===== config.mk =====
export PLATFORM = sky130hd
export DESIGN_NAME = connected_transport_link
export DESIGN_NICKNAME = d
export VERILOG_FILES = /design/src/design/clt_pkg.sv /design/src/design/clt_queue.sv /design/src/design/clt_engine.sv /design/src/design/clt_out_fifo.sv /design/src/design/connected_transport_link.sv
export SDC_FILE = /design/constraint.sdc
export NUM_CORES = 1
export LEC_CHECK = 0
export ABC_AREA = 0
export BUFFER_PORTS_ARGS = -buffer_cell sky130_fd_sc_hd__buf_2
export CORE_ASPECT_RATIO = 0.7
export CORE_MARGIN = 4
export CORE_UTILIZATION = 60
export CTS_CLUSTER_DIAMETER = 150
export DETAILED_ROUTE_END_ITERATION = 12
export PLACE_DENSITY = 0.79
export REMOVE_ABC_BUFFERS = 1
export SKIP_LAST_GASP = 1
export SLEW_MARGIN = 20
export SYNTH_ARGS = -nofsm -noshare
export SYNTH_HDL_FRONTEND = slang
export SYNTH_SLANG_ARGS = --single-unit

===== constraint.sdc =====
create_clock -name clk -period 4.25 [get_ports clk]
set_clock_uncertainty 0.05 [all_clocks]
set_input_delay 0 -clock clk [delete_from_list [all_inputs] [get_ports clk]]
set_output_delay 0 -clock clk [all_outputs]
set_load 0.02 [all_outputs]

===== src/design/clt_pkg.sv =====
// ----------------------------------------------------------------------------
// clt_pkg
// Shared types, codes and defaults of the connected transport link.
// ----------------------------------------------------------------------------
package clt_pkg;

  // Default depth of the outgoing message queue
  localparam int QUEUE_DEPTH_DEF = 16;

  // Register defaults after reset
  localparam logic [7:0] TIMEOUT_RST = 8'd3;
  localparam logic [2:0] MAXREP_RST  = 3'd3;

  // Register indexes on the configuration port (byte address bit 2)
  localparam logic REG_TIMEOUT = 1'b0;
  localparam logic REG_MAXREP  = 1'b1;

  // Input commands
  typedef enum logic [1:0] {
    CMD_FRAME = 2'd0,
    CMD_APP   = 2'd1,
    CMD_TICK  = 2'd2,
    CMD_OPEN  = 2'd3
  } cmd_t;

  // Received frame types
  typedef enum logic [2:0] {
    FT_DATA       = 3'd0,
    FT_CONNECT    = 3'd1,
    FT_DISCONNECT = 3'd2,
    FT_ACK        = 3'd3,
    FT_NAK        = 3'd4,
    FT_OTHER      = 3'd5
  } ftype_t;

  // Result actions
  typedef enum logic [2:0] {
    ACT_CONNECT    = 3'd0,
    ACT_DISCONNECT = 3'd1,
    ACT_SEND_DATA  = 3'd2,
    ACT_SEND_ACK   = 3'd3,
    ACT_DELIVER    = 3'd4,
    ACT_CLOSED     = 3'd5,
    ACT_OVERFLOW   = 3'd6
  } action_t;

  // Link modes
  typedef enum logic [1:0] {
    MODE_CLOSED = 2'd0,
    MODE_IDLE   = 2'd1,
    MODE_WAIT   = 2'd2
  } mode_t;

  // One input beat
  typedef struct packed {
    logic [1:0]  command;
    logic [2:0]  frame_type;
    logic [3:0]  seq_number;
    logic [15:0] message_handle;
    logic [7:0]  first_byte;
  } item_t;

  // One result beat
  typedef struct packed {
    logic [2:0]  action;
    logic [3:0]  frame_seq;
    logic [15:0] payload_handle;
    logic [7:0]  payload_first_byte;
    logic        last;
  } res_t;

  // Engine to queue control
  typedef struct packed {
    logic        push;
    logic        pop;
    logic [15:0] push_data;
  } q_ctrl_t;

  // Queue status back to the engine
  typedef struct packed {
    logic        empty;
    logic        full;
    logic [15:0] head_data;
  } q_stat_t;

  // Build a result with last cleared
  function automatic res_t mk_res(action_t act, logic [3:0] seq, logic [15:0] handle,
                                  logic [7:0] fb);
    res_t r;
    r.action             = act;
    r.frame_seq          = seq;
    r.payload_handle     = handle;
    r.payload_first_byte = fb;
    r.last               = 1'b0;
    return r;
  endfunction

endpackage


===== src/design/clt_queue.sv =====
// ----------------------------------------------------------------------------
// clt_queue
// Outgoing message queue: circular buffer in a memory with a registered,
// write-forwarded read of the next head entry.
// ----------------------------------------------------------------------------
module clt_queue import clt_pkg::*; #(
  parameter int QUEUE_DEPTH = QUEUE_DEPTH_DEF
) (
  input  logic    clk,
  input  logic    rst_n,
  input  q_ctrl_t ctrl,
  output q_stat_t stat
);

  localparam int AW = (QUEUE_DEPTH > 1) ? $clog2(QUEUE_DEPTH) : 1;
  localparam int CW = $clog2(QUEUE_DEPTH + 1);
  localparam logic [AW-1:0] LAST_IDX = AW'(QUEUE_DEPTH - 1);
  localparam logic [CW-1:0] FULL_CNT = CW'(QUEUE_DEPTH);

  logic [15:0]   mem [QUEUE_DEPTH];
  logic [AW-1:0] head_r, head_nxt;
  logic [AW-1:0] tail_r, tail_nxt;
  logic [CW-1:0] count_r, count_nxt;
  logic [15:0]   rd_r;

  // Advance pointers and count
  always_comb begin
    head_nxt  = head_r;
    tail_nxt  = tail_r;
    if (ctrl.pop) begin
      head_nxt = (head_r == LAST_IDX) ? '0 : head_r + 1'b1;
    end
    if (ctrl.push) begin
      tail_nxt = (tail_r == LAST_IDX) ? '0 : tail_r + 1'b1;
    end
    count_nxt = count_r + {{(CW-1){1'b0}}, ctrl.push} - {{(CW-1){1'b0}}, ctrl.pop};
  end

  always_ff @(posedge clk) begin
    if (!rst_n) begin
      head_r  <= '0;
      tail_r  <= '0;
      count_r <= '0;
    end else begin
      head_r  <= head_nxt;
      tail_r  <= tail_nxt;
      count_r <= count_nxt;
    end
  end

  // Write at tail; prefetch the next head entry, forwarding a same-cycle write
  always_ff @(posedge clk) begin
    if (ctrl.push) begin
      mem[tail_r] <= ctrl.push_data;
    end
    if (ctrl.push && (tail_r == head_nxt)) begin
      rd_r <= ctrl.push_data;
    end else begin
      rd_r <= mem[head_nxt];
    end
  end

  assign stat.empty     = (count_r == '0);
  assign stat.full      = (count_r == FULL_CNT);
  assign stat.head_data = rd_r;

endmodule


===== src/design/clt_engine.sv =====
// ----------------------------------------------------------------------------
// clt_engine
// Link state machine: judges one registered beat against the link state,
// updates the state and produces up to two results.
// ----------------------------------------------------------------------------
module clt_engine import clt_pkg::*; (
  input  logic       clk,
  input  logic       rst_n,
  input  logic [7:0] timeout_ticks,
  input  logic [2:0] max_repeats,
  input  item_t      item,
  input  logic       commit,
  input  q_stat_t    q_stat,
  output q_ctrl_t    q_ctrl,
  output res_t       res0,
  output res_t       res1,
  output logic [1:0] res_n
);

  mode_t       mode_r, mode_nxt;
  logic [3:0]  send_seq_r, send_seq_nxt;
  logic [3:0]  recv_seq_r, recv_seq_nxt;
  logic [2:0]  rep_r, rep_nxt;
  logic [15:0] cur_r, cur_nxt;
  logic [7:0]  tcnt_r, tcnt_nxt;
  logic        trun_r, trun_nxt;

  // State registers
  always_ff @(posedge clk) begin
    if (!rst_n) begin
      mode_r     <= MODE_CLOSED;
      send_seq_r <= '0;
      recv_seq_r <= '0;
      rep_r      <= '0;
      tcnt_r     <= '0;
      trun_r     <= 1'b0;
    end else if (commit) begin
      mode_r     <= mode_nxt;
      send_seq_r <= send_seq_nxt;
      recv_seq_r <= recv_seq_nxt;
      rep_r      <= rep_nxt;
      tcnt_r     <= tcnt_nxt;
      trun_r     <= trun_nxt;
    end
  end

  // Current handle needs no reset
  always_ff @(posedge clk) begin
    if (commit) begin
      cur_r <= cur_nxt;
    end
  end

  // Next state and results
  always_comb begin
    logic        close_en;
    logic        send_en;
    logic [15:0] next_handle;

    mode_nxt     = mode_r;
    send_seq_nxt = send_seq_r;
    recv_seq_nxt = recv_seq_r;
    rep_nxt      = rep_r;
    cur_nxt      = cur_r;
    tcnt_nxt     = tcnt_r;
    trun_nxt     = trun_r;
    res0         = '0;
    res1         = '0;
    res_n        = 2'd0;
    q_ctrl       = '0;
    q_ctrl.push_data = item.message_handle;
    close_en     = 1'b0;
    send_en      = 1'b0;
    next_handle  = '0;

    case (item.command)
      CMD_FRAME: begin
        case (item.frame_type)
          FT_DATA: begin
            if (item.seq_number == recv_seq_r) begin
              // Deliver in order and acknowledge
              res0 = mk_res(ACT_DELIVER, 4'd0, item.message_handle,
                            {6'd0, item.first_byte[1:0]});
              res1 = mk_res(ACT_SEND_ACK, recv_seq_r, 16'd0, 8'd0);
              res_n = 2'd2;
              recv_seq_nxt = recv_seq_r + 4'd1;
            end else if (item.seq_number == (recv_seq_r - 4'd1)) begin
              // Repeated frame: acknowledge again
              res0 = mk_res(ACT_SEND_ACK, item.seq_number, 16'd0, 8'd0);
              res_n = 2'd1;
            end else begin
              close_en = 1'b1;
            end
          end
          FT_CONNECT, FT_DISCONNECT: begin
            close_en = 1'b1;
          end
          FT_ACK: begin
            if ((item.seq_number != send_seq_r) || (mode_r != MODE_WAIT)) begin
              close_en = 1'b1;
            end else begin
              mode_nxt     = MODE_IDLE;
              trun_nxt     = 1'b0;
              send_seq_nxt = send_seq_r + 4'd1;
              send_en      = 1'b1;
            end
          end
          FT_NAK: begin
            if ((item.seq_number != send_seq_r) || (rep_r >= max_repeats) ||
                (mode_r != MODE_WAIT)) begin
              close_en = 1'b1;
            end else begin
              // Resend without restarting the timer
              rep_nxt = rep_r + 3'd1;
              res0    = mk_res(ACT_SEND_DATA, send_seq_r, cur_r, 8'd0);
              res_n   = 2'd1;
            end
          end
          default: begin
          end
        endcase
      end
      CMD_APP: begin
        if (q_stat.full) begin
          res0  = mk_res(ACT_OVERFLOW, 4'd0, 16'd0, 8'd0);
          res_n = 2'd1;
        end else begin
          q_ctrl.push = 1'b1;
        end
        if (mode_r == MODE_IDLE) begin
          send_en = 1'b1;
        end
      end
      CMD_TICK: begin
        if (trun_r) begin
          if (tcnt_r > 8'd1) begin
            tcnt_nxt = tcnt_r - 8'd1;
          end else begin
            tcnt_nxt = '0;
            trun_nxt = 1'b0;
            if ((mode_r == MODE_WAIT) && (rep_r < max_repeats)) begin
              // Timeout: resend and restart the timer
              rep_nxt  = rep_r + 3'd1;
              res0     = mk_res(ACT_SEND_DATA, send_seq_r, cur_r, 8'd0);
              res_n    = 2'd1;
              tcnt_nxt = timeout_ticks;
              trun_nxt = 1'b1;
            end else begin
              close_en = 1'b1;
            end
          end
        end
      end
      CMD_OPEN: begin
        mode_nxt     = MODE_IDLE;
        send_seq_nxt = '0;
        recv_seq_nxt = '0;
        rep_nxt      = '0;
        res0         = mk_res(ACT_CONNECT, 4'd0, 16'd0, 8'd0);
        res_n        = 2'd1;
      end
      default: begin
      end
    endcase

    // Send the next queued message; the link is idle here
    if (send_en) begin
      rep_nxt = '0;
      if (!q_stat.empty || q_ctrl.push) begin
        next_handle = q_stat.empty ? item.message_handle : q_stat.head_data;
        q_ctrl.pop  = 1'b1;
        cur_nxt     = next_handle;
        if (res_n == 2'd0) begin
          res0 = mk_res(ACT_SEND_DATA, send_seq_nxt, next_handle, 8'd0);
        end else begin
          res1 = mk_res(ACT_SEND_DATA, send_seq_nxt, next_handle, 8'd0);
        end
        res_n    = res_n + 2'd1;
        mode_nxt = MODE_WAIT;
        tcnt_nxt = timeout_ticks;
        trun_nxt = 1'b1;
      end
    end

    // Close: disconnect then closed notice
    if (close_en) begin
      mode_nxt = MODE_CLOSED;
      trun_nxt = 1'b0;
      res0     = mk_res(ACT_DISCONNECT, 4'd0, 16'd0, 8'd0);
      res1     = mk_res(ACT_CLOSED, 4'd0, 16'd0, 8'd0);
      res_n    = 2'd2;
    end

    // Mark the last result of this beat
    if (res_n == 2'd1) begin
      res0.last = 1'b1;
    end
    if (res_n == 2'd2) begin
      res1.last = 1'b1;
    end

    // Drop side effects unless the beat commits
    if (!commit) begin
      q_ctrl.push = 1'b0;
      q_ctrl.pop  = 1'b0;
      res_n       = 2'd0;
    end
  end

endmodule


===== src/design/clt_out_fifo.sv =====
// ----------------------------------------------------------------------------
// clt_out_fifo
// Four-entry result buffer: takes up to two results per cycle, hands out
// one result beat per cycle while it is popped.
// ----------------------------------------------------------------------------
module clt_out_fifo import clt_pkg::*; (
  input  logic       clk,
  input  logic       rst_n,
  input  logic [1:0] push_n,
  input  res_t       res0,
  input  res_t       res1,
  input  logic       pop,
  output res_t       head,
  output logic       not_empty,
  output logic       room2
);

  res_t       buf_r [4];
  logic [1:0] wp_r, rp_r;
  logic [2:0] count_r;

  // Write up to two entries at the write pointer
  always_ff @(posedge clk) begin
    if (push_n != 2'd0) begin
      buf_r[wp_r] <= res0;
    end
    if (push_n == 2'd2) begin
      buf_r[wp_r + 2'd1] <= res1;
    end
  end

  // Advance pointers and count
  always_ff @(posedge clk) begin
    if (!rst_n) begin
      wp_r    <= '0;
      rp_r    <= '0;
      count_r <= '0;
    end else begin
      wp_r    <= wp_r + push_n;
      rp_r    <= rp_r + {1'b0, pop};
      count_r <= count_r + {1'b0, push_n} - {2'b00, pop};
    end
  end

  assign head      = buf_r[rp_r];
  assign not_empty = (count_r != 3'd0);
  assign room2     = (count_r <= 3'd2) || ((count_r == 3'd3) && pop);

endmodule


===== src/design/connected_transport_link.sv =====
// ----------------------------------------------------------------------------
// connected_transport_link
// Stop-and-wait connected transport link: input register, link engine with
// its outgoing message queue, result buffer and register port.
// ----------------------------------------------------------------------------
// An accepted beat waits in the input register until the result buffer has
// room for two results; its results are registered in the result buffer.
// Throughput: one beat per cycle while results drain; the result port moves
// one result per cycle while out_ready is high.
// Reset: synchronous, active low; clears link state, queue pointers, result
// buffer and registers to defaults. Queue and handle storage are not cleared.
// ----------------------------------------------------------------------------
module connected_transport_link import clt_pkg::*; #(
  parameter int QUEUE_DEPTH = QUEUE_DEPTH_DEF
) (
  input  logic        clk,
  input  logic        rst_n,
  // Input channel
  input  logic        in_valid,
  output logic        in_ready,
  input  logic [1:0]  in_command,
  input  logic [2:0]  in_frame_type,
  input  logic [3:0]  in_seq_number,
  input  logic [15:0] in_message_handle,
  input  logic [7:0]  in_first_byte,
  // Result channel
  output logic        out_valid,
  input  logic        out_ready,
  output logic [2:0]  out_action,
  output logic [3:0]  out_frame_seq,
  output logic [15:0] out_payload_handle,
  output logic [7:0]  out_payload_first_byte,
  output logic        out_last,
  // Register port
  input  logic        psel,
  input  logic        penable,
  input  logic        pwrite,
  input  logic [2:0]  paddr,
  input  logic [31:0] pwdata,
  output logic [31:0] prdata,
  output logic        pready
);

  logic       in_full_r;
  item_t      item_r;
  logic       commit;
  logic [7:0] timeout_r;
  logic [2:0] maxrep_r;
  q_ctrl_t    q_ctrl;
  q_stat_t    q_stat;
  res_t       res0, res1, head;
  logic [1:0] res_n;
  logic       room2;
  logic       pop;

  // Register port: writes complete in the access phase
  assign pready = 1'b1;

  always_ff @(posedge clk) begin
    if (!rst_n) begin
      timeout_r <= TIMEOUT_RST;
      maxrep_r  <= MAXREP_RST;
    end else if (psel && penable && pwrite) begin
      case (paddr[2])
        REG_TIMEOUT: timeout_r <= pwdata[7:0];
        REG_MAXREP:  maxrep_r  <= pwdata[2:0];
        default: begin
        end
      endcase
    end
  end

  always_comb begin
    case (paddr[2])
      REG_TIMEOUT: prdata = {24'd0, timeout_r};
      REG_MAXREP:  prdata = {29'd0, maxrep_r};
      default:     prdata = '0;
    endcase
  end

  // Input register: hold a beat until the result buffer has room for two
  assign commit   = in_full_r && room2;
  assign in_ready = !in_full_r || commit;

  always_ff @(posedge clk) begin
    if (!rst_n) begin
      in_full_r <= 1'b0;
    end else if (in_ready) begin
      in_full_r <= in_valid;
    end
  end

  always_ff @(posedge clk) begin
    if (in_valid && in_ready) begin
      item_r.command        <= in_command;
      item_r.frame_type     <= in_frame_type;
      item_r.seq_number     <= in_seq_number;
      item_r.message_handle <= in_message_handle;
      item_r.first_byte     <= in_first_byte;
    end
  end

  clt_engine u_engine (
    .clk           (clk),
    .rst_n         (rst_n),
    .timeout_ticks (timeout_r),
    .max_repeats   (maxrep_r),
    .item          (item_r),
    .commit        (commit),
    .q_stat        (q_stat),
    .q_ctrl        (q_ctrl),
    .res0          (res0),
    .res1          (res1),
    .res_n         (res_n)
  );

  clt_queue #(
    .QUEUE_DEPTH (QUEUE_DEPTH)
  ) u_queue (
    .clk   (clk),
    .rst_n (rst_n),
    .ctrl  (q_ctrl),
    .stat  (q_stat)
  );

  // Result buffer and output beat
  assign pop = out_valid && out_ready;

  clt_out_fifo u_out_fifo (
    .clk       (clk),
    .rst_n     (rst_n),
    .push_n    (res_n),
    .res0      (res0),
    .res1      (res1),
    .pop       (pop),
    .head      (head),
    .not_empty (out_valid),
    .room2     (room2)
  );

  assign out_action             = head.action;
  assign out_frame_seq          = head.frame_seq;
  assign out_payload_handle     = head.payload_handle;
  assign out_payload_first_byte = head.payload_first_byte;
  assign out_last               = head.last;

`ifndef NO_ASSERTIONS
  // A stalled input means a beat is waiting in the input register
  a_stall_full: assert property (@(posedge clk) disable iff (!rst_n)
    !in_ready |-> in_full_r)
    else $error("input stalled with empty input register");

  // A committed beat with results shows a result next cycle
  a_commit_out: assert property (@(posedge clk) disable iff (!rst_n)
    (commit && (res_n != 2'd0)) |=> out_valid)
    else $error("committed results not presented");

  // Results of one beat are presented back to back: a non-last result has a follower
  a_pair: assert property (@(posedge clk) disable iff (!rst_n)
    (pop && !out_last) |=> out_valid)
    else $error("result pair split");

  // An uncommitted beat stays in the input register
  a_hold: assert property (@(posedge clk) disable iff (!rst_n)
    (in_full_r && !commit) |=> in_full_r)
    else $error("input beat lost");
`endif

endmodule


==> results.txt <==
In the final layout, the share of cells above drive strength 1 is 21.2%. The combinational group share of total power came out at 11.9%. The power density relative to cell area came out at about 440 mW/mm². In this run the cell area of the synthesized design comes to 0.0204 mm². The number of antenna violations at the first check in global routing is 0. The count of different cell masters after synthesis came out at 67.

Derived from the worst setup path, the maximum achievable clock frequency is approximately 250 MHz. The critical path in this run is classified as reg -> reg. For this run, global-route usage on met1 was measured as about two fifths. The final standard cell count with taps included and fillers excluded came out at ~2.0k. The worst setup path is captured at a flop. The synthesized netlist devotes between 6 and 7% of its cell area to simple gates. The number of storage elements in the synthesis netlist came out at 461. The clock input transition at the sequential cells of the worst setup and hold paths came out at around 70 ps. The worst setup path is launched from a flop. The smallest setup slack after layout is about 300 ps. By area, the combinational part of the netlist is dominated by multiplexers. In this run the most used layer during global routing was met2. STA puts the critical path data arrival time at 4170 ps. The floorplan die height is ~160 µm. The number of inserted filler cells in the final layout came out at 2160.

IR analysis of the VDD net gives a maximum drop of about 0.26 mV. The number of buffers on the longest clock path is 3. The global-route wire length before repair came out at between 70000 and 80000 µm. The switching share of total power is approximately a quarter.

For the pin with the worst max-slew slack, the measured transition is between 900 and 1000 ps. The internal power came out at around 7.6 mW. The complex-gate fraction of the synthesized area came out at approximately a tenth. After technology mapping, the gate count stands at roughly 1.4k. The sequential area share after synthesis is 64.6%. Setup repair after global routing left no endpoint under its margin. The number of enable flip-flop cells after synthesis is between 300 and 400. Setup violations remaining at the end of the flow were counted as 0.

The net count of the finished layout is approximately 1.6k. The share of total power dissipated in the clock network is 36.1%. The synthesized netlist devotes between 2 and 2.5% of its cell area to adder and majority cells. Buffers inserted during clock tree synthesis total between 40 and 50.

The via density per instance is 6.63. The met3 track utilization from global routing came out at 6.14%. Summed over all nets, the half-perimeter wirelength after detailed placement is 29700 µm.

The count of buffers inserted at the top-level ports came out at 78. The number of global-route vias before repair is about 13k. The antenna violation net count after detailed routing is 0. The required time of the worst setup path came out at 4460 ps.

The worst setup timing slack at the placement stage came out at around 380 ps. The reported net switching power is around 2.5 mW. The count of vias placed by the detailed router is around 13k. The final-report hold violation count came out at 0. The most common cell type on the critical path is sky130_fd_sc_hd__ha_1. After detailed placement, the design holds a cell count of ~1.8k. The path type of the worst min-delay path is in -> reg.

The core box area came out at roughly 0.033 mm². The highest net fanout along the worst path is 20. The residual overflow from global routing is 0. The flow ran to the end, and the final reports show no timing, DRC or antenna violations. The final critical path time including I/O delays and setup is approximately 4000 ps. The count of final max-slew check failures came out at 0. The area of the die came out at ~0.037 mm². The tree is rooted in a sky130_fd_sc_hd__clkbuf_16.

For this run, design rule violations remaining after detail routing come to 0. In the final routed layout, each cell accounts on average for about 25 µm. The maximum cell stage delay along the critical path came out at 480 ps. In the global route stage, overall resource usage came out at about a quarter.

The total of max-cap violations is 0. The cell at the slowest stage of the critical path is sky130_fd_sc_hd__and3b_1. The worst slew margin relative to its limit came out at around 37%. The detailed router finished its first iteration with ~2.0k violations.

The synthesized-area fraction occupied by xor and xnor cells is under 10%. The insertion delay to the later sink of the worst-skew pair is around 550 ps. The number of diodes added for antenna fixing is 0. The average cell area after synthesis is between 10 and 15 µm². The detailed-router iteration count before antenna repair is 6. The floorplan has 56 rows. The maximum number of pins on one net before global-route repair came out at 53. The clock tree from TritonCTS is yes. Among all flip-flop cells after synthesis, the most frequent one is sky130_fd_sc_hd__edfxtp_1. The leakage power of the design is around 7.6 nW. The total number of yosys warnings came out at 0. The growth of design area from synthesis to finish came out at 13.3%. Traced cell by cell, the critical path runs through inv_1, ha_1, and2_1, o2111ai_1, and3b_1, o32ai_4, ha_1, o21ai_0, o211a_1, or2_1, nand2_1, buf_12. In the synthesized netlist the async set-or-reset flop fraction comes to 0%. The post-synthesis mux area share came out at about 12%. The starting density of the core is between 60% and 70%.

The post-detailed-routing wire length came out at 48500 µm. Of the available clock period, the critical path in the final layout requires between 90% and 100%. The horizontal die dimension came out at between 200 and 250 µm. The CTS H-tree depth came out at 2. The sequential cell fraction of total power is 51.9%. The boundary pin count is 142. The weighted congestion at the end of routability-driven global placement came out at ~0.87. The number of clock sinks is 461. The overall power after layout came out at 10.1 mW. The met2 track utilization from global routing came out at between 40% and 50%.
==> stage by stage <==
step                      util (%)  cell area, µm²  TNS (ps)  hold WS (ps)
after detailed placement      63.7           21300         0           128
after global routing          69.0           23100         0          99.3
final                         69.0           23100         0          79.3
after global placement        63.7           21300         0           127
after floorplan                  -           19900    -60570          11.9
after CTS                     69.0           23100         0          52.9
==> placed cells by master (no fill, tap or decap), types with 19 or more instances in the layout <==
cell type and count:
sky130_fd_sc_hd__a21boi_0 19, sky130_fd_sc_hd__a21oi_1 24, sky130_fd_sc_hd__a221o_1 19, sky130_fd_sc_hd__and2_1 21
sky130_fd_sc_hd__buf_2 78, sky130_fd_sc_hd__buf_4 48, sky130_fd_sc_hd__clkbuf_16 42, sky130_fd_sc_hd__conb_1 31
sky130_fd_sc_hd__dfxtp_1 63, sky130_fd_sc_hd__dlygate4sd3_1 48, sky130_fd_sc_hd__edfxtp_1 395, sky130_fd_sc_hd__ha_1 30
sky130_fd_sc_hd__inv_1 31, sky130_fd_sc_hd__mux2_2 22, sky130_fd_sc_hd__mux4_2 90, sky130_fd_sc_hd__nand2_1 78
sky130_fd_sc_hd__nor2_1 63, sky130_fd_sc_hd__o211ai_1 23, sky130_fd_sc_hd__o21ai_0 38, sky130_fd_sc_hd__o22ai_1 121
==> cell usage after synthesis, types with 4 or more instances <==
| library cell | number | share of area [%] |
|---|---|---|
| sky130_fd_sc_hd__o21ai_0 | 39 | 0.96 |
| sky130_fd_sc_hd__mux2i_1 | 15 | 0.74 |
| sky130_fd_sc_hd__nor3b_1 | 6 | 0.22 |
| sky130_fd_sc_hd__xnor2_1 | 18 | 0.77 |
| sky130_fd_sc_hd__nor4_1 | 6 | 0.18 |
| sky130_fd_sc_hd__nand3_1 | 17 | 0.42 |
| sky130_fd_sc_hd__mux2_2 | 22 | 1.2 |
| sky130_fd_sc_hd__a21boi_0 | 19 | 0.70 |
| sky130_fd_sc_hd__o211ai_1 | 23 | 0.85 |
| sky130_fd_sc_hd__nand2b_1 | 11 | 0.34 |
| sky130_fd_sc_hd__buf_2 | 29 | 0.71 |
| sky130_fd_sc_hd__a221o_1 | 19 | 0.93 |
| sky130_fd_sc_hd__nand2_1 | 78 | 1.4 |
| sky130_fd_sc_hd__a221oi_1 | 6 | 0.26 |
| sky130_fd_sc_hd__and3_1 | 5 | 0.15 |
| sky130_fd_sc_hd__inv_1 | 31 | 0.57 |
| sky130_fd_sc_hd__nand4_1 | 7 | 0.21 |
| sky130_fd_sc_hd__a21oi_1 | 24 | 0.59 |
| sky130_fd_sc_hd__dfxtp_1 | 66 | 6.5 |
| sky130_fd_sc_hd__clkbuf_1 | 48 | 0.88 |
| sky130_fd_sc_hd__mux4_2 | 90 | 9.9 |
| sky130_fd_sc_hd__o2111ai_1 | 4 | 0.17 |
| sky130_fd_sc_hd__nor2_1 | 63 | 1.2 |
| sky130_fd_sc_hd__and2_1 | 22 | 0.67 |
| sky130_fd_sc_hd__nor3_1 | 18 | 0.44 |
| sky130_fd_sc_hd__buf_1 | 9 | 0.17 |
| sky130_fd_sc_hd__o21a_1 | 6 | 0.22 |
| sky130_fd_sc_hd__xor2_1 | 12 | 0.52 |
| sky130_fd_sc_hd__o22ai_1 | 121 | 3.7 |
| sky130_fd_sc_hd__ha_1 | 30 | 1.8 |
| sky130_fd_sc_hd__edfxtp_1 | 395 | 58 |
| sky130_fd_sc_hd__or3_1 | 5 | 0.15 |
| sky130_fd_sc_hd__or2_2 | 5 | 0.15 |
| sky130_fd_sc_hd__nor2b_1 | 10 | 0.31 |
| sky130_fd_sc_hd__buf_4 | 31 | 1.1 |
==> layer usage <==
layer / wire length (µm) / part of all wire, % / up-vias
met4: 1020 / 2.1 / 0
met1: 19400 / 40 / 6461
met5: 0 / 0 / -
li1: - / - / 5601
met2: 22400 / 46 / 840
met3: 5630 / 12 / 100
==> power by group through the flow <==
stage | Sequential (mW) | Combinational, mW | Clock, mW
after floorplan | 5.27 | 0.762 | 0
after global placement | 5.32 | 1.13 | 0
after detailed placement | 5.33 | 1.15 | 0
after CTS | 5.24 | 1.19 | 3.68
after global routing | 5.26 | 1.28 | 3.87
final | 5.24 | 1.21 | 3.64
==> sequential cells by signal (all words and copies together), names as in the netlist, 3 cells and up, named ones only <==
signal               flops
u_out_fifo.buf_r       104
u_queue.count_r          5
u_engine.recv_seq_r      4
u_queue.head_r           4
timeout_r                8
u_engine.cur_r          16
u_out_fifo.count_r       3
u_queue.mem            256
u_queue.tail_r           4
maxrep_r                 3
item_r                  27
u_engine.send_seq_r      4
u_engine.tcnt_r          8
u_engine.rep_r           3
==> worst max-delay path, delay by kind of cell, from the launching register on <==
kind	cells	cell delay, ps
simple gates	4	1260
compound gates	4	980
fa+ha+maj	2	580
flops	1	440
buf+inv	2	340
==> area by class of cell <==
class | count | area (µm²) | area share (%)
clock buffer | 61 | 1160 | 5.03
clock inverter | 13 | 136 | 0.590
inverter | 31 | 116 | 0.503
multi-input combinational | 782 | 6630 | 28.7
sequential | 461 | 13200 | 57.1
tap | 435 | 544 | 2.35
timing repair buffer | 179 | 1330 | 5.76
==> cell families (layout without fill, tap and decap cells) <==
logic type               Yosys count  after routing
flip-flops                       461            461
AO/OA/AOI/OAI                    287            287
AND/OR/NAND/NOR                  273            273
buffers and inverters            148            284
multiplexers                     128            128
adder cells (fa/ha/maj)           32             32
XOR/XNOR                          31             31
other                              2             31
==> path summary, 6_finish.rpt <==
kind	from	to	slack [ps]	depth (start not counted)
max	item_r[31]$_DFFE_PP_	u_out_fifo.buf_r[2][20]$_DFFE_PP_	290	12
min	rst_n	timeout_r[7]$_SDFFE_PN0P_	80	2
max reg2reg	item_r[31]$_DFFE_PP_	u_out_fifo.buf_r[2][20]$_DFFE_PP_	290	12
min reg2reg	u_out_fifo.buf_r[0][2]$_SDFFE_PP0N_	u_out_fifo.buf_r[0][2]$_SDFFE_PP0N_	430	2
==> repair_timing <==
| action | 4_1_cts | 5_1_grt |
|---|---|---|
| setup endpoints to repair | 0 | 0 |
| endpoints found under the hold margin | 40 | 0 |
| buffers inserted | 0 | 0 |
| hold buffers | 48 | 0 |
| resized for setup | 0 | 0 |
Note: power is estimated with default switching activity, not from simulation.
